**config.mk**
```make
export PLATFORM = sky130hd
export DESIGN_NAME = hash_message_padder
export DESIGN_NICKNAME = d
export VERILOG_FILES = /design/src/rtl/core/hmp_pkg.sv /design/src/rtl/core/hmp_byte_store.sv /design/src/rtl/core/hmp_len_shift.sv /design/src/rtl/core/hmp_word_pack.sv /design/src/rtl/core/hash_message_padder.sv
export SDC_FILE = /design/constraint.sdc
export NUM_CORES = 1
export LEC_CHECK = 0
export BUFFER_PORTS_ARGS = -buffer_cell sky130_fd_sc_hd__buf_2
export CORE_AREA = 5 5 261 263
export CTS_CLUSTER_DIAMETER = 60
export DETAILED_ROUTE_END_ITERATION = 10
export DIE_AREA = 0 0 266 268
export MAX_ROUTING_LAYER = met4
export PLACE_DENSITY = 0.76
export RECOVER_POWER = 25
export SYNTH_ARGS = -nofsm -noshare
export SYNTH_HDL_FRONTEND = slang
export SYNTH_HIERARCHICAL = 1
export SYNTH_SLANG_ARGS = --single-unit
```
**constraint.sdc**
```tcl
create_clock -name clock -period 12.3 [get_ports clock]
set_clock_uncertainty 0.05 [all_clocks]
set_input_delay 1.23 -clock clock [delete_from_list [all_inputs] [get_ports clock]]
set_output_delay 1.23 -clock clock [all_outputs]
set_load 0.05 [all_outputs]
```
**src/rtl/core/hmp_pkg.sv**
```systemverilog
// ----------------------------------------------------------------------------
// hmp_pkg - shared types and constants for the hash message padder
// Block geometry, channel word layouts, control structs and state codes.
// ----------------------------------------------------------------------------
package hmp_pkg;

   localparam int BLK_SIZE        = 64;
   localparam int LEN_BYTES       = 8;
   localparam int WORD_BYTES      = 8;
   localparam int WORD_BITS       = WORD_BYTES * 8;
   localparam int WORDS_PER_BLOCK = (BLK_SIZE + WORD_BYTES - 1) / WORD_BYTES;
   localparam int ADDR_W          = $clog2(BLK_SIZE);
   localparam int POS_W           = $clog2(WORDS_PER_BLOCK * WORD_BYTES);
   localparam int WRD_W           = POS_W - 3;
   localparam int SIDX_W          = $clog2(2 * BLK_SIZE) + 1;
   localparam int LEN_BITS        = LEN_BYTES * 8;
   localparam int FILL_ONE_MAX    = BLK_SIZE - 1 - LEN_BYTES;
   localparam int CNT_W           = $clog2(WORD_BYTES + 1);

   localparam logic [7:0] PAD_MARK = 8'h80;

   localparam logic CMD_DATA      = 1'b0;
   localparam logic CMD_FINISH    = 1'b1;
   localparam logic STATUS_WORD   = 1'b0;
   localparam logic STATUS_REJECT = 1'b1;

   typedef struct packed {
      logic       command;
      logic [7:0] data_byte;
   } hmp_req_type;

   typedef struct packed {
      logic [WORD_BITS-1:0] block_word;
      logic [2:0]           word_index;
      logic                 end_of_block;
      logic                 last;
      logic                 status;
   } hmp_rsp_type;

   // one byte slot handed to the word packer
   typedef struct packed {
      logic       valid;
      logic       use_mem;
      logic [7:0] cbyte;
   } hmp_issue_type;

   typedef struct packed {
      logic full;
      logic empty;
   } hmp_pack_stat_type;

   typedef struct packed {
      logic count;
      logic load;
      logic shift;
   } hmp_len_ctl_type;

   typedef struct packed {
      logic [2:0] word_index;
      logic       end_of_block;
      logic       last;
   } hmp_desc_type;

   typedef enum logic [2:0] {
      ST_IDLE   = 3'b001,
      ST_EMIT   = 3'b010,
      ST_REJECT = 3'b100
   } hmp_state_type;

   typedef enum logic [1:0] {
      SRC_ZERO,
      SRC_MEM,
      SRC_MARK,
      SRC_LEN
   } hmp_src_type;

endpackage

```
**src/rtl/core/hmp_byte_store.sv**
```systemverilog
// ----------------------------------------------------------------------------
// hmp_byte_store - message byte store
// One write port, one read port with registered read data.
// ----------------------------------------------------------------------------
module hmp_byte_store
   import hmp_pkg::*;
(
   input  logic              clock,
   input  logic              wr_en,
   input  logic [ADDR_W-1:0] wr_addr,
   input  logic [7:0]        wr_data,
   input  logic              rd_en,
   input  logic [ADDR_W-1:0] rd_addr,
   output logic [7:0]        rd_data
);

   logic [7:0] store_ff [BLK_SIZE];
   logic [7:0] rd_data_ff;

   always_ff @(posedge clock) begin
      if (wr_en) begin
         store_ff[wr_addr] <= wr_data;
      end
   end

   always_ff @(posedge clock) begin
      if (rd_en) begin
         rd_data_ff <= store_ff[rd_addr];
      end
   end

   assign rd_data = rd_data_ff;

endmodule

```
**src/rtl/core/hmp_len_shift.sv**
```systemverilog
// ----------------------------------------------------------------------------
// hmp_len_shift - message bit length counter
// Counts the length in bits and shifts it out a byte at a time, MSB first.
// ----------------------------------------------------------------------------
module hmp_len_shift
   import hmp_pkg::*;
(
   input  logic            clock,
   input  logic            reset,
   input  hmp_len_ctl_type len_ctl,
   output logic [7:0]      len_byte
);

   logic [63:0]         bit_len_ff;
   logic [63:0]         bit_len_in;
   logic [LEN_BITS-1:0] len_sr_ff;
   logic [LEN_BITS-1:0] len_sr_in;

   always_comb begin
      bit_len_in = bit_len_ff;
      if (len_ctl.count) begin
         bit_len_in = bit_len_ff + 64'd8;   // wraps modulo 2^64
      end
   end

   always_comb begin
      len_sr_in = len_sr_ff;
      if (len_ctl.load) begin
         len_sr_in = bit_len_ff[LEN_BITS-1:0];
      end else if (len_ctl.shift) begin
         len_sr_in = len_sr_ff << 8;
      end
   end

   always_ff @(posedge clock) begin
      if (reset) begin
         bit_len_ff <= '0;
      end else begin
         bit_len_ff <= bit_len_in;
      end
   end

   always_ff @(posedge clock) begin
      len_sr_ff <= len_sr_in;
   end

   assign len_byte = len_sr_ff[LEN_BITS-1 -: 8];

endmodule

```
**src/rtl/core/hmp_word_pack.sv**
```systemverilog
// ----------------------------------------------------------------------------
// hmp_word_pack - byte to word packer
// Lines each byte slot up with the store's read latency and shifts it
// into a 64-bit word, first byte ending up in the top bits.
// ----------------------------------------------------------------------------
module hmp_word_pack
   import hmp_pkg::*;
(
   input  logic                 clock,
   input  logic                 reset,
   input  hmp_issue_type        issue,
   input  logic [7:0]           mem_rdata,
   input  logic                 take,
   output logic [WORD_BITS-1:0] word,
   output hmp_pack_stat_type    pk_stat
);

   hmp_issue_type        stage_ff;
   logic [WORD_BITS-1:0] word_sr_ff;
   logic [WORD_BITS-1:0] word_sr_in;
   logic [CNT_W-1:0]     cnt_ff;
   logic [CNT_W-1:0]     cnt_in;
   logic [7:0]           byte_sel;

   always_comb begin
      byte_sel   = stage_ff.use_mem ? mem_rdata : stage_ff.cbyte;
      word_sr_in = word_sr_ff;
      cnt_in     = cnt_ff;
      if (stage_ff.valid) begin
         word_sr_in = {word_sr_ff[WORD_BITS-9:0], byte_sel};
         cnt_in     = cnt_ff + 1'b1;
      end
      if (take) begin
         cnt_in = '0;
      end
   end

   always_ff @(posedge clock) begin
      if (reset) begin
         stage_ff <= '0;
         cnt_ff   <= '0;
      end else begin
         stage_ff <= issue;
         cnt_ff   <= cnt_in;
      end
   end

   always_ff @(posedge clock) begin
      word_sr_ff <= word_sr_in;
   end

   assign word          = word_sr_ff;
   assign pk_stat.full  = (cnt_ff == CNT_W'(WORD_BYTES));
   assign pk_stat.empty = (cnt_ff == '0) && !stage_ff.valid;

endmodule

```
**src/rtl/core/hash_message_padder.sv**
```systemverilog
// ----------------------------------------------------------------------------
// hash_message_padder - SHA-1 style message padder
// Collects message bytes into 64-byte blocks and emits each full block
// and the padded end of the message as 64-bit words.
// ----------------------------------------------------------------------------
// A data byte that does not complete a block is taken with req_ready
// staying high. A byte that completes a block, and a finish command, start
// a run of output words during which req_ready is low: each word is built
// byte by byte from the byte store or from the mark, zero and length
// bytes, each byte through the packer's stage register that lines it up
// with the store's registered read, and the full word is handed over once
// the output register is free; the next word starts only after that. A
// finish makes one block, or two when the 0x80 mark and the length field
// do not fit behind the message bytes. A word already waiting on the rsp_
// side does not hold off plain data bytes. After a finish, a data byte
// comes back as a single rejected word (status 1) and a second finish produces nothing.
// ----------------------------------------------------------------------------
module hash_message_padder
   import hmp_pkg::*;
(
   input  logic        clock,
   input  logic        reset,
   input  logic        req_valid,
   output logic        req_ready,
   input  hmp_req_type req_data,
   output logic        rsp_valid,
   input  logic        rsp_ready,
   output hmp_rsp_type rsp_data
);

   hmp_state_type     state_ff, state_in;
   logic [ADDR_W-1:0] fill_ff, fill_in;
   logic              finished_ff, finished_in;
   logic              pad_mode_ff, pad_mode_in;   // 1: padding run, 0: full data block
   logic              blk_ff, blk_in;             // which of the two pad blocks
   logic              two_ff, two_in;             // padding spills into a second block
   logic [POS_W-1:0]  pos_ff, pos_in;             // byte position within block
   logic              iss_hold_ff, iss_hold_in;   // word issued, waiting for hand-over
   logic [SIDX_W-1:0] len_start_ff, len_start_in; // first byte of length field
   hmp_desc_type      desc_ff, desc_in;
   logic              rsp_valid_ff, rsp_valid_in;
   hmp_rsp_type       rsp_data_ff, rsp_data_in;

   logic                 req_fire;
   logic                 out_free;
   logic                 wr_en;
   logic                 rd_en;
   logic                 take;
   logic                 two_need;
   logic                 in_blk;
   logic                 eob;
   logic [SIDX_W-1:0]    sidx;
   hmp_src_type          src;
   hmp_issue_type        issue;
   hmp_len_ctl_type      len_ctl;
   hmp_pack_stat_type    pk_stat;
   logic [7:0]           mem_rdata;
   logic [7:0]           len_byte;
   logic [WORD_BITS-1:0] pk_word;

   assign req_ready = (state_ff == ST_IDLE);
   assign req_fire  = req_valid && req_ready;
   assign out_free  = !rsp_valid_ff || rsp_ready;
   assign two_need  = (SIDX_W'(fill_ff) > SIDX_W'(FILL_ONE_MAX));

   // --- byte source for the current issue position -------------------------
   always_comb begin
      sidx   = blk_ff ? (SIDX_W'(BLK_SIZE) + SIDX_W'(pos_ff)) : SIDX_W'(pos_ff);
      in_blk = ({1'b0, pos_ff} < (POS_W + 1)'(BLK_SIZE));
      eob    = (pos_ff[POS_W-1:3] == WRD_W'(WORDS_PER_BLOCK - 1));
      priority if (!in_blk) begin
         src = SRC_ZERO;            // tail of a short last word
      end else if (!pad_mode_ff) begin
         src = SRC_MEM;
      end else if (sidx < SIDX_W'(fill_ff)) begin
         src = SRC_MEM;
      end else if (sidx == SIDX_W'(fill_ff)) begin
         src = SRC_MARK;
      end else if (sidx >= len_start_ff) begin
         src = SRC_LEN;
      end else begin
         src = SRC_ZERO;
      end
   end

   // --- sequencer ------------------------------------------------------------
   always_comb begin
      state_in     = state_ff;
      fill_in      = fill_ff;
      finished_in  = finished_ff;
      pad_mode_in  = pad_mode_ff;
      blk_in       = blk_ff;
      two_in       = two_ff;
      pos_in       = pos_ff;
      iss_hold_in  = iss_hold_ff;
      len_start_in = len_start_ff;
      desc_in      = desc_ff;
      rsp_valid_in = rsp_valid_ff && !rsp_ready;
      rsp_data_in  = rsp_data_ff;
      wr_en        = 1'b0;
      rd_en        = 1'b0;
      take         = 1'b0;
      issue        = '0;
      len_ctl      = '0;

      unique case (state_ff)
         ST_IDLE: begin
            if (req_fire) begin
               if (req_data.command == CMD_DATA) begin
                  if (finished_ff) begin
                     state_in = ST_REJECT;
                  end else begin
                     wr_en         = 1'b1;
                     len_ctl.count = 1'b1;
                     if (fill_ff == ADDR_W'(BLK_SIZE - 1)) begin
                        // block complete: stream it out
                        fill_in     = '0;
                        state_in    = ST_EMIT;
                        pad_mode_in = 1'b0;
                        blk_in      = 1'b0;
                        two_in      = 1'b0;
                        pos_in      = '0;
                        iss_hold_in = 1'b0;
                     end else begin
                        fill_in = fill_ff + 1'b1;
                     end
                  end
               end else if (!finished_ff) begin
                  finished_in  = 1'b1;
                  len_ctl.load = 1'b1;
                  state_in     = ST_EMIT;
                  pad_mode_in  = 1'b1;
                  blk_in       = 1'b0;
                  two_in       = two_need;
                  pos_in       = '0;
                  iss_hold_in  = 1'b0;
                  len_start_in = two_need ? SIDX_W'(2 * BLK_SIZE - LEN_BYTES)
                                          : SIDX_W'(BLK_SIZE - LEN_BYTES);
               end
            end
         end

         ST_EMIT: begin
            if (!iss_hold_ff) begin
               rd_en         = 1'b1;
               issue.valid   = 1'b1;
               issue.use_mem = (src == SRC_MEM);
               issue.cbyte   = (src == SRC_MARK) ? PAD_MARK :
                               (src == SRC_LEN)  ? len_byte : 8'h00;
               len_ctl.shift = (src == SRC_LEN);
               if (pos_ff[2:0] == 3'b111) begin
                  iss_hold_in          = 1'b1;
                  desc_in.word_index   = 3'(pos_ff[POS_W-1:3]);
                  desc_in.end_of_block = eob;
                  desc_in.last         = eob && (blk_ff == two_ff);
                  if (eob) begin
                     pos_in = '0;
                     blk_in = 1'b1;
                  end else begin
                     pos_in = pos_ff + 1'b1;
                  end
               end else begin
                  pos_in = pos_ff + 1'b1;
               end
            end
            if (pk_stat.full && out_free) begin
               take                     = 1'b1;
               iss_hold_in              = 1'b0;
               rsp_valid_in             = 1'b1;
               rsp_data_in.block_word   = pk_word;
               rsp_data_in.word_index   = desc_ff.word_index;
               rsp_data_in.end_of_block = desc_ff.end_of_block;
               rsp_data_in.last         = desc_ff.last;
               rsp_data_in.status       = STATUS_WORD;
               if (desc_ff.last) begin
                  state_in = ST_IDLE;
               end
            end
         end

         ST_REJECT: begin
            if (out_free) begin
               rsp_valid_in             = 1'b1;
               rsp_data_in.block_word   = '0;
               rsp_data_in.word_index   = '0;
               rsp_data_in.end_of_block = 1'b0;
               rsp_data_in.last         = 1'b1;
               rsp_data_in.status       = STATUS_REJECT;
               state_in                 = ST_IDLE;
            end
         end

         default: begin
            state_in = ST_IDLE;
         end
      endcase
   end

   always_ff @(posedge clock) begin
      if (reset) begin
         state_ff     <= ST_IDLE;
         fill_ff      <= '0;
         finished_ff  <= 1'b0;
         iss_hold_ff  <= 1'b0;
         rsp_valid_ff <= 1'b0;
      end else begin
         state_ff     <= state_in;
         fill_ff      <= fill_in;
         finished_ff  <= finished_in;
         iss_hold_ff  <= iss_hold_in;
         rsp_valid_ff <= rsp_valid_in;
      end
   end

   // run context and result payload: loaded before use
   always_ff @(posedge clock) begin
      pad_mode_ff  <= pad_mode_in;
      blk_ff       <= blk_in;
      two_ff       <= two_in;
      pos_ff       <= pos_in;
      len_start_ff <= len_start_in;
      desc_ff      <= desc_in;
      rsp_data_ff  <= rsp_data_in;
   end

   assign rsp_valid = rsp_valid_ff;
   assign rsp_data  = rsp_data_ff;

   // --- datapath -------------------------------------------------------------
   hmp_byte_store u_store (
      .clock   (clock),
      .wr_en   (wr_en),
      .wr_addr (fill_ff),
      .wr_data (req_data.data_byte),
      .rd_en   (rd_en),
      .rd_addr (pos_ff[ADDR_W-1:0]),
      .rd_data (mem_rdata)
   );

   hmp_len_shift u_len (
      .clock    (clock),
      .reset    (reset),
      .len_ctl  (len_ctl),
      .len_byte (len_byte)
   );

   hmp_word_pack u_pack (
      .clock     (clock),
      .reset     (reset),
      .issue     (issue),
      .mem_rdata (mem_rdata),
      .take      (take),
      .word      (pk_word),
      .pk_stat   (pk_stat)
   );

   // --- checks ---------------------------------------------------------------
   a_idle_pack_empty: assert property (@(posedge clock) disable iff (reset)
      (state_ff != ST_EMIT) |-> pk_stat.empty)
      else $error("word packer holds bytes outside an output run");

   a_full_only_held: assert property (@(posedge clock) disable iff (reset)
      pk_stat.full |-> (iss_hold_ff && (state_ff == ST_EMIT)))
      else $error("word packer full while issue still running");

   a_finished_sticks: assert property (@(posedge clock) disable iff (reset)
      finished_ff |=> finished_ff)
      else $error("finished flag cleared without reset");

   a_reject_shape: assert property (@(posedge clock) disable iff (reset)
      (rsp_valid_ff && (rsp_data_ff.status == STATUS_REJECT)) |->
         (rsp_data_ff.last && (rsp_data_ff.block_word == '0) &&
          !rsp_data_ff.end_of_block))
      else $error("rejected word carries block data");

endmodule

```
Yosys cells after proc, flatten, opt, wreduce, memory -nomap -nowiden:

Memories as Yosys holds them, arrays and structs flattened. A register that Yosys moved wholly into a read port is not among the register bits.
Index checks and enable logic that the tools add are counted.

* register bits: 310
* output and inout bits: 72
* memory bits (writable): 512
* bits of input ports: 13
* memories kept: 1
* word-level logic and storage cells: 157

Memory list
* u_store.store_ff: depth 64, bits a word 8, rd ports 1, clocked after Yosys merged registers in 1, wr ports 1, RTL line hmp_byte_store.sv:17 `logic [7:0] store_ff [BLK_SIZE];`

* $add $sub $neg: 5
* bitwise logic cells: 5
* reduce and logical (&&, ||, !) cells: 25
* order comparisons: 3
* eq/ne operators: 23
* muxes and demuxes: 69

Operator list (count)
* $mux 70: 2
* $pmux 70 s2: 1
* $mux 64: 2
* $add 64x4->64 const B: 1
* $mux 6: 9
* $mux 8: 4
* $mux 1: 30
* $mux 3: 8
* $reduce_and 4->1: 4
* $ne 2x2->1 const B: 7
* $add 6x1->6 const B: 2
* $mux 2: 6
* $pmux 6 s2: 1
* $mux 10: 1
* $eq 3x3->1 const B: 3
* $pmux 3 s3: 1
* $reduce_and 3->1: 3
* $add 7x6->8 const A: 1
* $eq 8x6->1: 1
* $ge 8x8->1: 1
* $lt 8x6->1: 1
* $reduce_bool 2->1: 4
* $mux 7: 1
* $reduce_and 7->1: 1
* 23 further kinds: 35

Longest topological paths before layout:

Gate-level depths: netlist of the first run.

* depth after elaboration: 12
* depth in mapped cells: 11
* gate-level depth less buffers: 8

Cells and area by module:

The synthesis of the first run kept the hierarchy.

By module, submodules not included
* hmp_byte_store: cells an instance 972, instances 1, sequential area each 15615.0 um2, area each 20270.7 um2
* hmp_len_shift: cells an instance 483, instances 1, sequential area each 3052.9 um2, area each 5485.3 um2
* hash_message_padder: cells an instance 312, instances 1, sequential area each 2792.7 um2, area each 4145.2 um2
* hmp_word_pack: cells an instance 117, instances 1, sequential area each 2202.1 um2, area each 2524.9 um2

Worst setup path before layout of the first run:

OpenSTA, ideal clock, no wires.

* path type: input-to-reg
* from: input port rsp_ready
* to: register rsp_data_ff, in the netlist rsp_data[0] (enable)
* library setup time: 0.585 ns
* setup slack: 5.623 ns
* buffers on the path: 0
* arrival: 6.043 ns
* cell stages on the path: 2
* data required time: 11.665 ns
* path through: nor2b_1 > nor3_1

* word-level cells in the longest chain between the ends: 4
* elaborated cells on any way between the ends: 5
* classes of those cells: eq/ne: 2; reduce/logical: 3

Ends and longest elaborated chain
* start, declared: RTL line hash_message_padder.sv:27 `input logic rsp_ready,`
* $logic_or 1x1->1 *: RTL line hash_message_padder.sv:63 `assign out_free = !rsp_valid_ff || rsp_ready;`
* $logic_and 1x1->1: RTL line hash_message_padder.sv:166 `if (pk_stat.full && out_free) begin`
* $ne 2x2->1 (no source line)
* $reduce_and 3->1 (no source line) *
* end signal, assigned: RTL line hash_message_padder.sv:223 `rsp_data_ff <= rsp_data_in;`
* end, declared: RTL line hash_message_padder.sv:42 `hmp_rsp_type rsp_data_ff, rsp_data_in;`

Mark *: on every way between the ends. The rest lies on a longest branch, timed or not.
A chain may end at the register's enable or synchronous reset.

==> results of run 1 <==
[through the flow]
stage	utilization, %	hold WS (ns)
floorplan	-	0.3680
global placement	51.28	0.3714
detailed placement	51.28	0.3761
CTS	55.25	0.3879
global route	55.21	0.3971
finish	55.21	0.3899
[state kept, by name, summed over array words and instances (netlist names), 3 cells and up]
name,flops
u_pack/stage_ff,10
state_ff,3
u_store/rd_data,8
rsp_data,70
u_pack/word,64
desc_ff,5
u_len/bit_len_ff,61
u_store/store_ff,512
fill_ff,6
u_pack/cnt_ff,4
pos_ff,6
u_len/len_sr_ff,61
[worst max-delay path, delay by kind of cell, from the launching register on]
kind,cells,cell delay [ns]
flip-flops,1,0.49
AO/OA/AOI/OAI,3,0.95
buffers and inverters,2,2.54
AND/OR/NAND/NOR,1,0.52
[worst min-delay path by stage]
stage,start,endpoint,slack (ns),cells past startpoint
2_1_floorplan,u_pack/word[2],u_pack/word[10],0.37,0
3_3_place_gp,u_pack/word[22],u_pack/word[30],0.37,0
3_5_place_dp,u_pack/word[26],u_pack/word[34],0.38,0
4_1_cts,u_pack/word[16],u_pack/word[24],0.39,0
5_1_grt,u_pack/word[16],u_pack/word[24],0.40,0
6_report,u_pack/word[16],u_pack/word[24],0.39,0
[layer usage]
metal | up-vias | wire [um]
met5 | - | 0
met1 | 8844 | 26520
met3 | 136 | 5202
met2 | 749 | 33060
met4 | 0 | 2199
li1 | 7568 | -
[power by group through the flow]
stage / Sequential, uW / Combinational [uW] / Clock (uW)
after CTS: 3050 / 197 / 2440
after detailed placement: 3100 / 196 / 0
final: 3050 / 195 / 2390
after floorplan: 3100 / 128 / 0
after global routing: 3050 / 209 / 2570
after global placement: 3100 / 191 / 0
[final cells by class]
cell class | count | area [um2] | area share (%)
diodes | 2 | 5.005 | 0.01386
well taps | 864 | 1081 | 2.994
clock buffers | 94 | 2126 | 5.888
multi-input cells | 949 | 8157 | 22.59
flip-flops and latches | 817 | 23660 | 65.54
repair buffers | 99 | 518.0 | 1.435
clock inverters | 51 | 471.7 | 1.307
inverters | 22 | 82.58 | 0.2287
[cells in the final DEF (no fill, tap or decap), types with 6 or more instances in the layout]
master,instances
edfxtp_1,730
nor2_1,153
mux4_2,124
nor2b_1,95
dfxtp_1,87
clkbuf_16,81
buf_2,80
nand2_1,55
mux2_2,54
nand3_1,45
a21oi_1,41
nand4_1,36
o21ai_0,27
xor2_1,25
o22ai_1,22
mux2i_1,21
inv_1,20
clkinv_1,20
clkbuf_1,18
and3_1,17
or3_1,17
xnor2_1,16
nor3_1,15
and2_1,15
clkinv_2,15
ha_1,14
o31ai_1,12
or4_1,12
or2_2,10
a31oi_1,8
nand3b_1,8
buf_4,8
mux2_1,8
a22oi_1,8
nand2b_1,7
nor4_1,7
o221ai_1,7
and4_1,6
bufinv_16,6
a221oi_1,6
==> results.md, run 1 <==
* Top-Level Pins at 85
* Reg2reg start: pos_ff[3]
* Failing checks: capacitance limit, slew limit
* Syn Area/Cell at about 17 um2
* Power share of the clock group at between 40% and 50%
* GRT Max-Usage Layer: met2
* CP peak stage delay at 1.50 ns
* Design Area, Final at approximately 36000 um2
* Crit path launch: pos_ff[3]
* GR Util All Layers at around 19%
* PnR worst setup slack at about 7.6 ns
* WS Path Type: register to register
* Remaining DRCs at 0
* GP Congestion at 0.8618
* Crit path required time at between 10 and 15 ns
* Slew margin rel. at -155.8%
* Measured slew at the worst slew-check pin at approximately 3.8 ns
* CTS Hold Bufs at 0
* CP max-delay cell: clkbuf_1
* Total gr overflow at 0
* Power Total at 5635 uW
* Max Fclk at 0.2119 GHz
* Leak at around 0.011 uW
* Clk root buf: clkbuf_16
* Clk_lat worst skew at around 0.63 ns
* PwrDens at about 160 nW/um2
* Initial Util at approximately half
* CTS buffer count at a little over 80
* Worst VDD drop at around 0.084 mV
* Layout Area Growth over Synthesis at 11.39%
* Hold Fails Final Rpt at 0
* Buffers on Ports at 84
* Grt met2 use at between 30% and 40%
* Final setup violation count at 0
* CP max FO at 35
* M3 GR Usage at 3.296%
* DP Area at around 34000 um2
* Final #Nets at around 2k
* DIE WIDTH at ~270 um
* DRT iter0 DRCs at 1814
* Synth warnings at 6
* RR Endpoint: u_store/rd_data[4]
* Met1 Track Usage GR at roughly a quarter
* Post-Syn Area at between 30000 and 40000 um2
* Via count at between 15k and 20k
* Sequential power share at between 50% and 60%
* First-pass GRT wire length at 103500 um
* Pins Over Slew Limit at 523
* Antenna viol nets, final at 0
* Core Area at between 60000 and 70000 um2
* CTS tree: done
* H-Tree Depth at 3
* Psw at around 1200 uW
* Final Instance Count excl. Fillers at just under 3k
* Register-to-register setup slack at about 7.6 ns
* Worst-path cell chain: clkbuf_1 > clkinv_1 > nand2_1 > o22ai_1 > o21ai_0 > a22o_1
* Clk buf depth at 3
* Post-Syn Instances at roughly 1.9k
* Internal Power at 4478 uW
* Clk slew on worst S/H paths at about 0.06 ns
* Die ar. at between 70000 and 80000 um2
* Crit end category: register
* Vias in the first global route at between 15k and 20k
* Row count at 94
* Setup crit start kind: register
* Setup TNS at 0 ns
* Unrepaired setup endpoints after global routing: false
* Place WS at about 7.8 ns
* Outcome: complete, but fails checks
* Min Tclk post-route at 4.720 ns
* Final clock period utilization by the worst path at between 30% and 40%
* Detailed placement HPWL at 40790 um
* Die Ht at 268 um
* Worst hold path type: register to register
* Share of layout cells above drive strength 1 at roughly 21%
* Post-CTS setup repair buffer count at 0
* Largest net degree at the start of global routing at 87
* Total wire length at 66990 um
* Sw frac at roughly a fifth
* R2R cell count at 6
* Clk sink count at 817
* Dpl cells at 2751
* Worst EP arrival at a little over 5 ns
* Vias per inst at a little under 6
* Crit path capture: u_store/rd_data[4]
* Comb pwr share at 3.5%
* Initial antenna violation count at 2
* Avg WL per Cell at roughly 23 um
* Syn Nets at ~1.9k
* Max-cap viol count at 8
* Filler cell count at around 5k
* CTS-repair resized insts at 0
* Drt pass-1 iters at 5
(Power assumes the default switching activity.)
==> inputs of run 2 (changes only) <==
- ABC_AREA: default -> 1
- CORE_AREA: 5 5 261 263 -> 5 5 268 270
- DIE_AREA: 0 0 266 268 -> 0 0 273 275
- clock period: 12.3 -> 4.9 ns (I/O delays scaled with it)
==> run 2 against run 1 <==
The flow still finishes with violations (capacitance limit, slew limit). Final cell count increased by 48%. Total power rose to 3.0 times the previous value. Worst hold slack got worse by 0.27 ns. Final area grew 5.5%. Synthesized cell count rose by 71%. Sequential cell count unchanged. Synthesized area up 5.7%. Combinational power grew to 13 times the previous value. First-iteration DRC count grew 32%. Sequential power grew to 2.6 times the previous value. Highest routed layer unchanged.
==> results.md, run 2 <==
* Die ar. at 75080 um2 (was 71290 um2)
* Crit end category: register (unchanged)
* Worst VDD drop at 0.3357 mV (was 0.08420 mV)
* Layout Area Growth over Synthesis at 11.15% (was 11.39%)
* Biggest register: u_store/store_ff (unchanged)
* Syn Nets at 3241 (was 1910)
* Commonest non-fill, non-tap cells in the layout: nand2_1, edfxtp_1, nand3_1 (was edfxtp_1, nor2_1, mux4_2)
* Clk sink count at 817 (unchanged)
* Final clock period utilization by the worst path at 68.83% (was 38.37%)
* Setup TNS at 0 ns (unchanged)
* Total wire length at 78460 um (was 66990 um)
* Failing checks: capacitance limit, slew limit (unchanged)
* Core Area at 69300 um2 (was 65390 um2)
* Share of layout cells above drive strength 1 at 8.832% (was 20.72%)
* Clk root buf: clkbuf_16 (unchanged)
* DIE WIDTH at 273 um (was 266 um)
* Remaining DRCs at 0 (unchanged)
* Via count at 22.97k (was 17.30k)
* CTS buffer count at 83 (was 81)
* Final Instance Count excl. Fillers at 4280 (was 2898)
* GP Congestion at 0.9064 (was 0.8618)
* Synth warnings at 6 (unchanged)
* Hold Fails Final Rpt at 0 (unchanged)
* Drt pass-1 iters at 6 (was 5)
* Dpl cells at 4125 (was 2751)
* Crit path launch: pos_ff[4] (was pos_ff[3])
* Max-cap viol count at 8 (unchanged)
* Row count at 97 (was 94)
* Hold slack final at 0.1198 ns (was 0.3899 ns)
* WP buf/inv at 4 (was 2)
* Initial Util at 49.45% (was 49.56%)
* Most used cell, CP: nand2_1
* Post-CTS setup repair buffer count at 0 (unchanged)
* Slew margin rel. at -127.5% (was -155.8%)
* CTS-repair resized insts at 0 (unchanged)
* CP max-delay cell: clkbuf_1 (unchanged)
* Antenna viol nets, final at 0 (unchanged)
* DP Area at 35280 um2 (was 33530 um2)
* Die Ht at 275 um (was 268 um)
* Worst hold start: req_data[8] (was u_pack/word[16])
* Initial antenna violation count at 0 (was 2)
* Total gr overflow at 0 (unchanged)
* Outcome: complete, but fails checks (unchanged)
* CP peak stage delay at 0.82 ns (was 1.50 ns)
* H-Tree Depth at 3 (unchanged)
* CTS tree: done (unchanged)
* Worst hold path type: input port to register (was register to register)
* WS Path Type: register to register (unchanged)
* Worst-path cell chain: clkbuf_1 > nand3_1 > inv_1 > nand2_1 > nand2_1 > nand2_1 > nor2_4 > nand3_4 > inv_1 > or2_2 > buf_4 (was clkbuf_1 > clkinv_1 > nand2_1 > o22ai_1 > o21ai_0 > a22o_1)
* Final core utilization at 54.96% (was 55.21%)
* Crit path required time at 5.14 ns (was 12.71 ns)
* Setup crit start kind: register (unchanged)
* Unrepaired setup endpoints after global routing: false (unchanged)
* DRT iter0 DRCs at 2397 (was 1814)
* Post-Syn Area at 34270 um2 (was 32410 um2)
* Buffers on Ports at 84 (unchanged)
* Max reg flops at 512 (unchanged)
* # diodes at 0 (was 2)
* Pins Over Slew Limit at 520 (was 523)
* Final setup violation count at 0 (unchanged)
* Commonest non-fill, non-tap cell in the layout: nand2_1 (was edfxtp_1)
* Delay-heaviest family, CP: buffers and inverters (unchanged)
* Detailed placement HPWL at 45900 um (was 40790 um)
* Top-Level Pins at 85 (unchanged)
* Largest net degree at the start of global routing at 260 (was 87)
* First-pass GRT wire length at 122100 um (was 103500 um)
* Max Fclk at 0.2965 GHz (was 0.2119 GHz)
* Min Tclk post-route at 3.373 ns (was 4.720 ns)
* Clk buf depth at 3 (unchanged)
* Post-Syn Instances at 3214 (was 1883)
* Syn Area/Cell at 10.66 um2 (was 17.21 um2)
* Avg WL per Cell at 18.33 um (was 23.11 um)
* Clk slew on worst S/H paths at 0.07 ns (was 0.06 ns)
* Final #Nets at 3297 (was 1997)
* CP max FO at 61 (was 35)
* Design Area, Final at 38090 um2 (was 36100 um2)
* Vias in the first global route at 22.25k (was 17.21k)
* CTS Hold Bufs at 0 (unchanged)
* GR Util All Layers at 21.13% (was 19.32%)
* Vias per inst at 5.367 (was 5.969)
* Clk_lat worst skew at 0.66 ns (was 0.63 ns)
* Leak at 0.01398 uW (was 0.01149 uW)
* Reg2reg start: pos_ff[4] (was pos_ff[3])
* Measured slew at the worst slew-check pin at 3.412 ns (was 3.836 ns)
* PwrDens at 446.8 nW/um2 (was 156.1 nW/um2)
* Worst EP arrival at 3.61 ns (was 5.13 ns)
-- run 2: per-stage QoR --
stage | setup WS (ns) | power [uW]
2_1_floorplan | 1.515 | 9929
3_3_place_gp | 1.825 | 10560
3_5_place_dp | 1.791 | 10610
4_1_cts | 1.764 | 17080
5_1_grt | 1.314 | 17690
6_report | 1.527 | 17020
-- run 2: final cells by class --
class	count	area (um2)
sequential	817	23660
clock buffer	99	2167
fill	5631	31210
clock inverter	56	679.4
timing repair buffer	119	685.7
tap	940	1176
multi-input combinational	2009	8811
inverter	240	907.1
-- run 2: power breakdown --
part | switching (uW) | internal, uW | total (uW)
Clock | 2760 | 3760 | 6520
Combinational | 1870 | 606 | 2470
Sequential | 129 | 7900 | 8030
Total | 4760 | 12300 | 17000
-- run 2: per-layer routing --
layer	share of wire, %	track usage [%]
met4	3.2	7.514
met1	40	26.80
met5	0	-
met2	50	34.96
met3	7.6	3.349
-- run 2: path summary, 6_finish.rpt --
| check | endpoint | slack, ns | cells past startpoint |
|---|---|---|---|
| max | u_len/len_sr_ff[42] | 1.53 | 11 |
| min | pad_mode_ff | 0.12 | 1 |
| max reg2reg | u_len/len_sr_ff[42] | 1.53 | 11 |
| min reg2reg | u_pack/word[54] | 0.40 | 0 |
==> inputs of run 3 (changes only) <==
- clock period: 4.9 -> 3.25 ns (I/O delays scaled with it)
==> run 3 against run 2 <==
Clock power grew 38%. Sequential cell count is the same. Setup slack lost 1.3 ns. Die area is the same. Critical endpoint is now u_store/store_ff[63][7]. Sequential share of layout area shrank 0.59 points. Worst hold slack gained 0.040 ns. The flow still finishes with violations (capacitance limit, slew limit). Via count grew 1.3%. Core utilization grew 0.53 points. Final area grew 0.97%. Critical path type unchanged. Non-clock buffer count grew 73. Clock-buffer cell count grew 11.
==> results.md, run 3 (synthesis gave the netlist of run 2 again) <==
* Worst hold path type: input port to register (unchanged)
* Die ar. at 75080 um2 (unchanged)
* Hold slack final at 0.1594 ns (was 0.1198 ns)
* Crit path required time at 3.44 ns (was 5.14 ns)
* Worst-path cell chain: inv_1 > nor2_1 > nand3_1 > nor2_4 > nand2_1 > nor2_1 (was clkbuf_1 > nand3_1 > inv_1 > nand2_1 > nand2_1 > nand2_1 > nor2_4 > nand3_4 > inv_1 > or2_2 > buf_4)
* Max reg flops at 512 (unchanged)
* Clk slew on worst S/H paths at 0.06 ns (was 0.07 ns)
* Unrepaired setup endpoints after global routing: false (unchanged)
* Post-CTS setup repair buffer count at 0 (unchanged)
* Final Instance Count excl. Fillers at 4350 (was 4280)
* Clk_lat worst skew at 0.63 ns (was 0.66 ns)
* Power share of the clock group at 36.3% (was 38.3%)
* Max-cap viol count at 8 (unchanged)
* DRT iter0 DRCs at 2543 (was 2397)
* Remaining DRCs at 0 (unchanged)
* H-Tree Depth at 3 (unchanged)
* Slew margin rel. at -79.75% (was -127.5%)
* Delay-heaviest family, CP: simple AND/OR/NAND/NOR gates (was buffers and inverters)
* Worst EP arrival at 3.21 ns (was 3.61 ns)
* Internal Power at 17940 uW (was 12270 uW)
* CP peak stage delay at 0.73 ns (was 0.82 ns)
* Clk root buf: clkbuf_16 (unchanged)
* Sw frac at 27.94% (about the same)
* Leak at 0.01427 uW (was 0.01398 uW)
* Dpl cells at 4196 (was 4125)
* Outcome: complete, but fails checks (unchanged)
* Commonest non-fill, non-tap cell in the layout: nand2_1 (unchanged)
* Share of layout cells above drive strength 1 at 10.18% (was 8.832%)
* Vias in the first global route at 22.19k (was 22.25k)
* Setup crit start kind: register (unchanged)
* Drt pass-1 iters at 7 (was 6)
* Die Ht at 275 um (unchanged)
* PwrDens at 647.4 nW/um2 (was 446.8 nW/um2)
* Sequential power share at 48.5% (was 47.2%)
* Core Area at 69300 um2 (unchanged)
* Pins Over Slew Limit at 296 (was 520)
* Via count at 23.28k (was 22.97k)
* Buffers on Ports at 84 (unchanged)
* Final core utilization at 55.50% (was 54.96%)
* GR Util All Layers at 21.26% (was 21.13%)
* First-pass GRT wire length at 122800 um (was 122100 um)
* # diodes at 0 (unchanged)
* GP Congestion at 0.9155 (was 0.9064)
* Psw at 6957 uW (was 4755 uW)
* Failing checks: capacitance limit, slew limit (unchanged)
* Row count at 97 (unchanged)
* Largest net degree at the start of global routing at 133 (was 260)
* Hold Fails Final Rpt at 0 (unchanged)
* Crit end category: register (unchanged)
* Commonest non-fill, non-tap cells in the layout: nand2_1, edfxtp_1, nand3_1 (unchanged)
* CTS tree: done (unchanged)
* Setup TNS at 0 ns (unchanged)
* Comb pwr share at 15.3% (was 14.5%)
* Detailed placement HPWL at 48190 um (was 45900 um)
* WP buf/inv at 1 (was 4)
* Power Total at 24900 uW (was 17020 uW)
* CP max-delay cell: nor2_1 (was clkbuf_1)
* Top-Level Pins at 85 (unchanged)
* Final clock period utilization by the worst path at 92.88% (was 68.83%)
* Clk buf depth at 3 (unchanged)
* Initial Util at 49.45% (unchanged)
* Measured slew at the worst slew-check pin at 2.696 ns (was 3.412 ns)
* DIE WIDTH at 273 um (unchanged)
* Layout Area Growth over Synthesis at 12.23% (was 11.15%)
* CTS-repair resized insts at 0 (unchanged)
* Biggest register: u_store/store_ff (unchanged)
* Most used cell, CP: nor2_1 (was nand2_1)
* CP max FO at 22 (was 61)
* Vias per inst at 5.352 (was 5.367)
* Total wire length at 78560 um (was 78460 um)
* WS Path Type: register to register (unchanged)
* Clk sink count at 817 (unchanged)
* Final #Nets at 3370 (was 3297)
* Initial antenna violation count at 0 (unchanged)
* Total gr overflow at 0 (unchanged)
* Min Tclk post-route at 3.019 ns (was 3.373 ns)
* Final setup violation count at 0 (unchanged)
* Max Fclk at 0.3313 GHz (was 0.2965 GHz)
* CTS buffer count at 83 (unchanged)
* Antenna viol nets, final at 0 (unchanged)
* Avg WL per Cell at 18.06 um (was 18.33 um)
* Worst VDD drop at 0.3701 mV (was 0.3357 mV)
==> run 3: cell count changes in the layout (fill, tap and decap cells not counted), sizes merged <==
cell | previous run | this run
buf | 109 | 173
clkbuf | 109 | 127
bufinv | 10 | 3
clkinvlp | 7 | 2
dlygate4sd3 | 0 | 2
inv | 246 | 244
==> run 3: worst paths after layout <==
path                  start                 endpoint  slack, ns  depth (start not counted)
max             state_ff[0]  u_store/store_ff[63][7]       0.23                          6
min               req_valid              state_ff[2]       0.16                          5
max reg2reg     state_ff[0]  u_store/store_ff[63][7]       0.23                          6
min reg2reg  u_pack/word[9]          u_pack/word[17]       0.39                          0
==> run 3: through the flow <==
step,instance area (um2),worst slack (ns)
floorplan,34280,0.5997
global placement,35900,0.2694
detailed placement,35900,0.2976
CTS,38500,0.2657
global route,38460,0.09521
finish,38460,0.2312
==> run 3: tightest hold or removal path, cell delays in order <==
cell and delay [ns]:
buf_2 0.11, nand3_1 0.16, inv_1 0.07, nand2_1 0.06, a21oi_1 0.05
==> run 3: routing by layer <==
metal,part of all wire (%),global-route usage (%)
met1,40,27.81
met3,8.0,3.096
met2,48,34.14
met4,3.7,8.138
met5,0,-
==> run 3: timing repair <==
| item | CTS | global route |
|---|---|---|
| endpoints found under the setup margin | 0 | 0 |
| hold buffers | 2 | 0 |
| hold endpoints to repair | 4 | 0 |
==> run 3: power groups by stage <==
| stage | Combinational [uW] | Sequential (uW) | Clock [uW] |
|---|---|---|---|
| finish | 3800 | 12100 | 9030 |
| global route | 4160 | 12100 | 9640 |
| CTS | 3770 | 12100 | 9160 |
| detailed placement | 3740 | 12300 | 0 |
| global placement | 3690 | 12300 | 0 |
| floorplan | 2440 | 12500 | 0 |
==> run 3: layout make-up <==
cell class / count / area [um2]
multi-input cells: 2009 / 8811
clock inverters: 42 / 371.6
inverters: 240 / 907.1
flip-flops and latches: 817 / 23660
clock buffers: 110 / 2208
fillers: 5633 / 30840
repair buffers: 192 / 1320
well taps: 940 / 1176
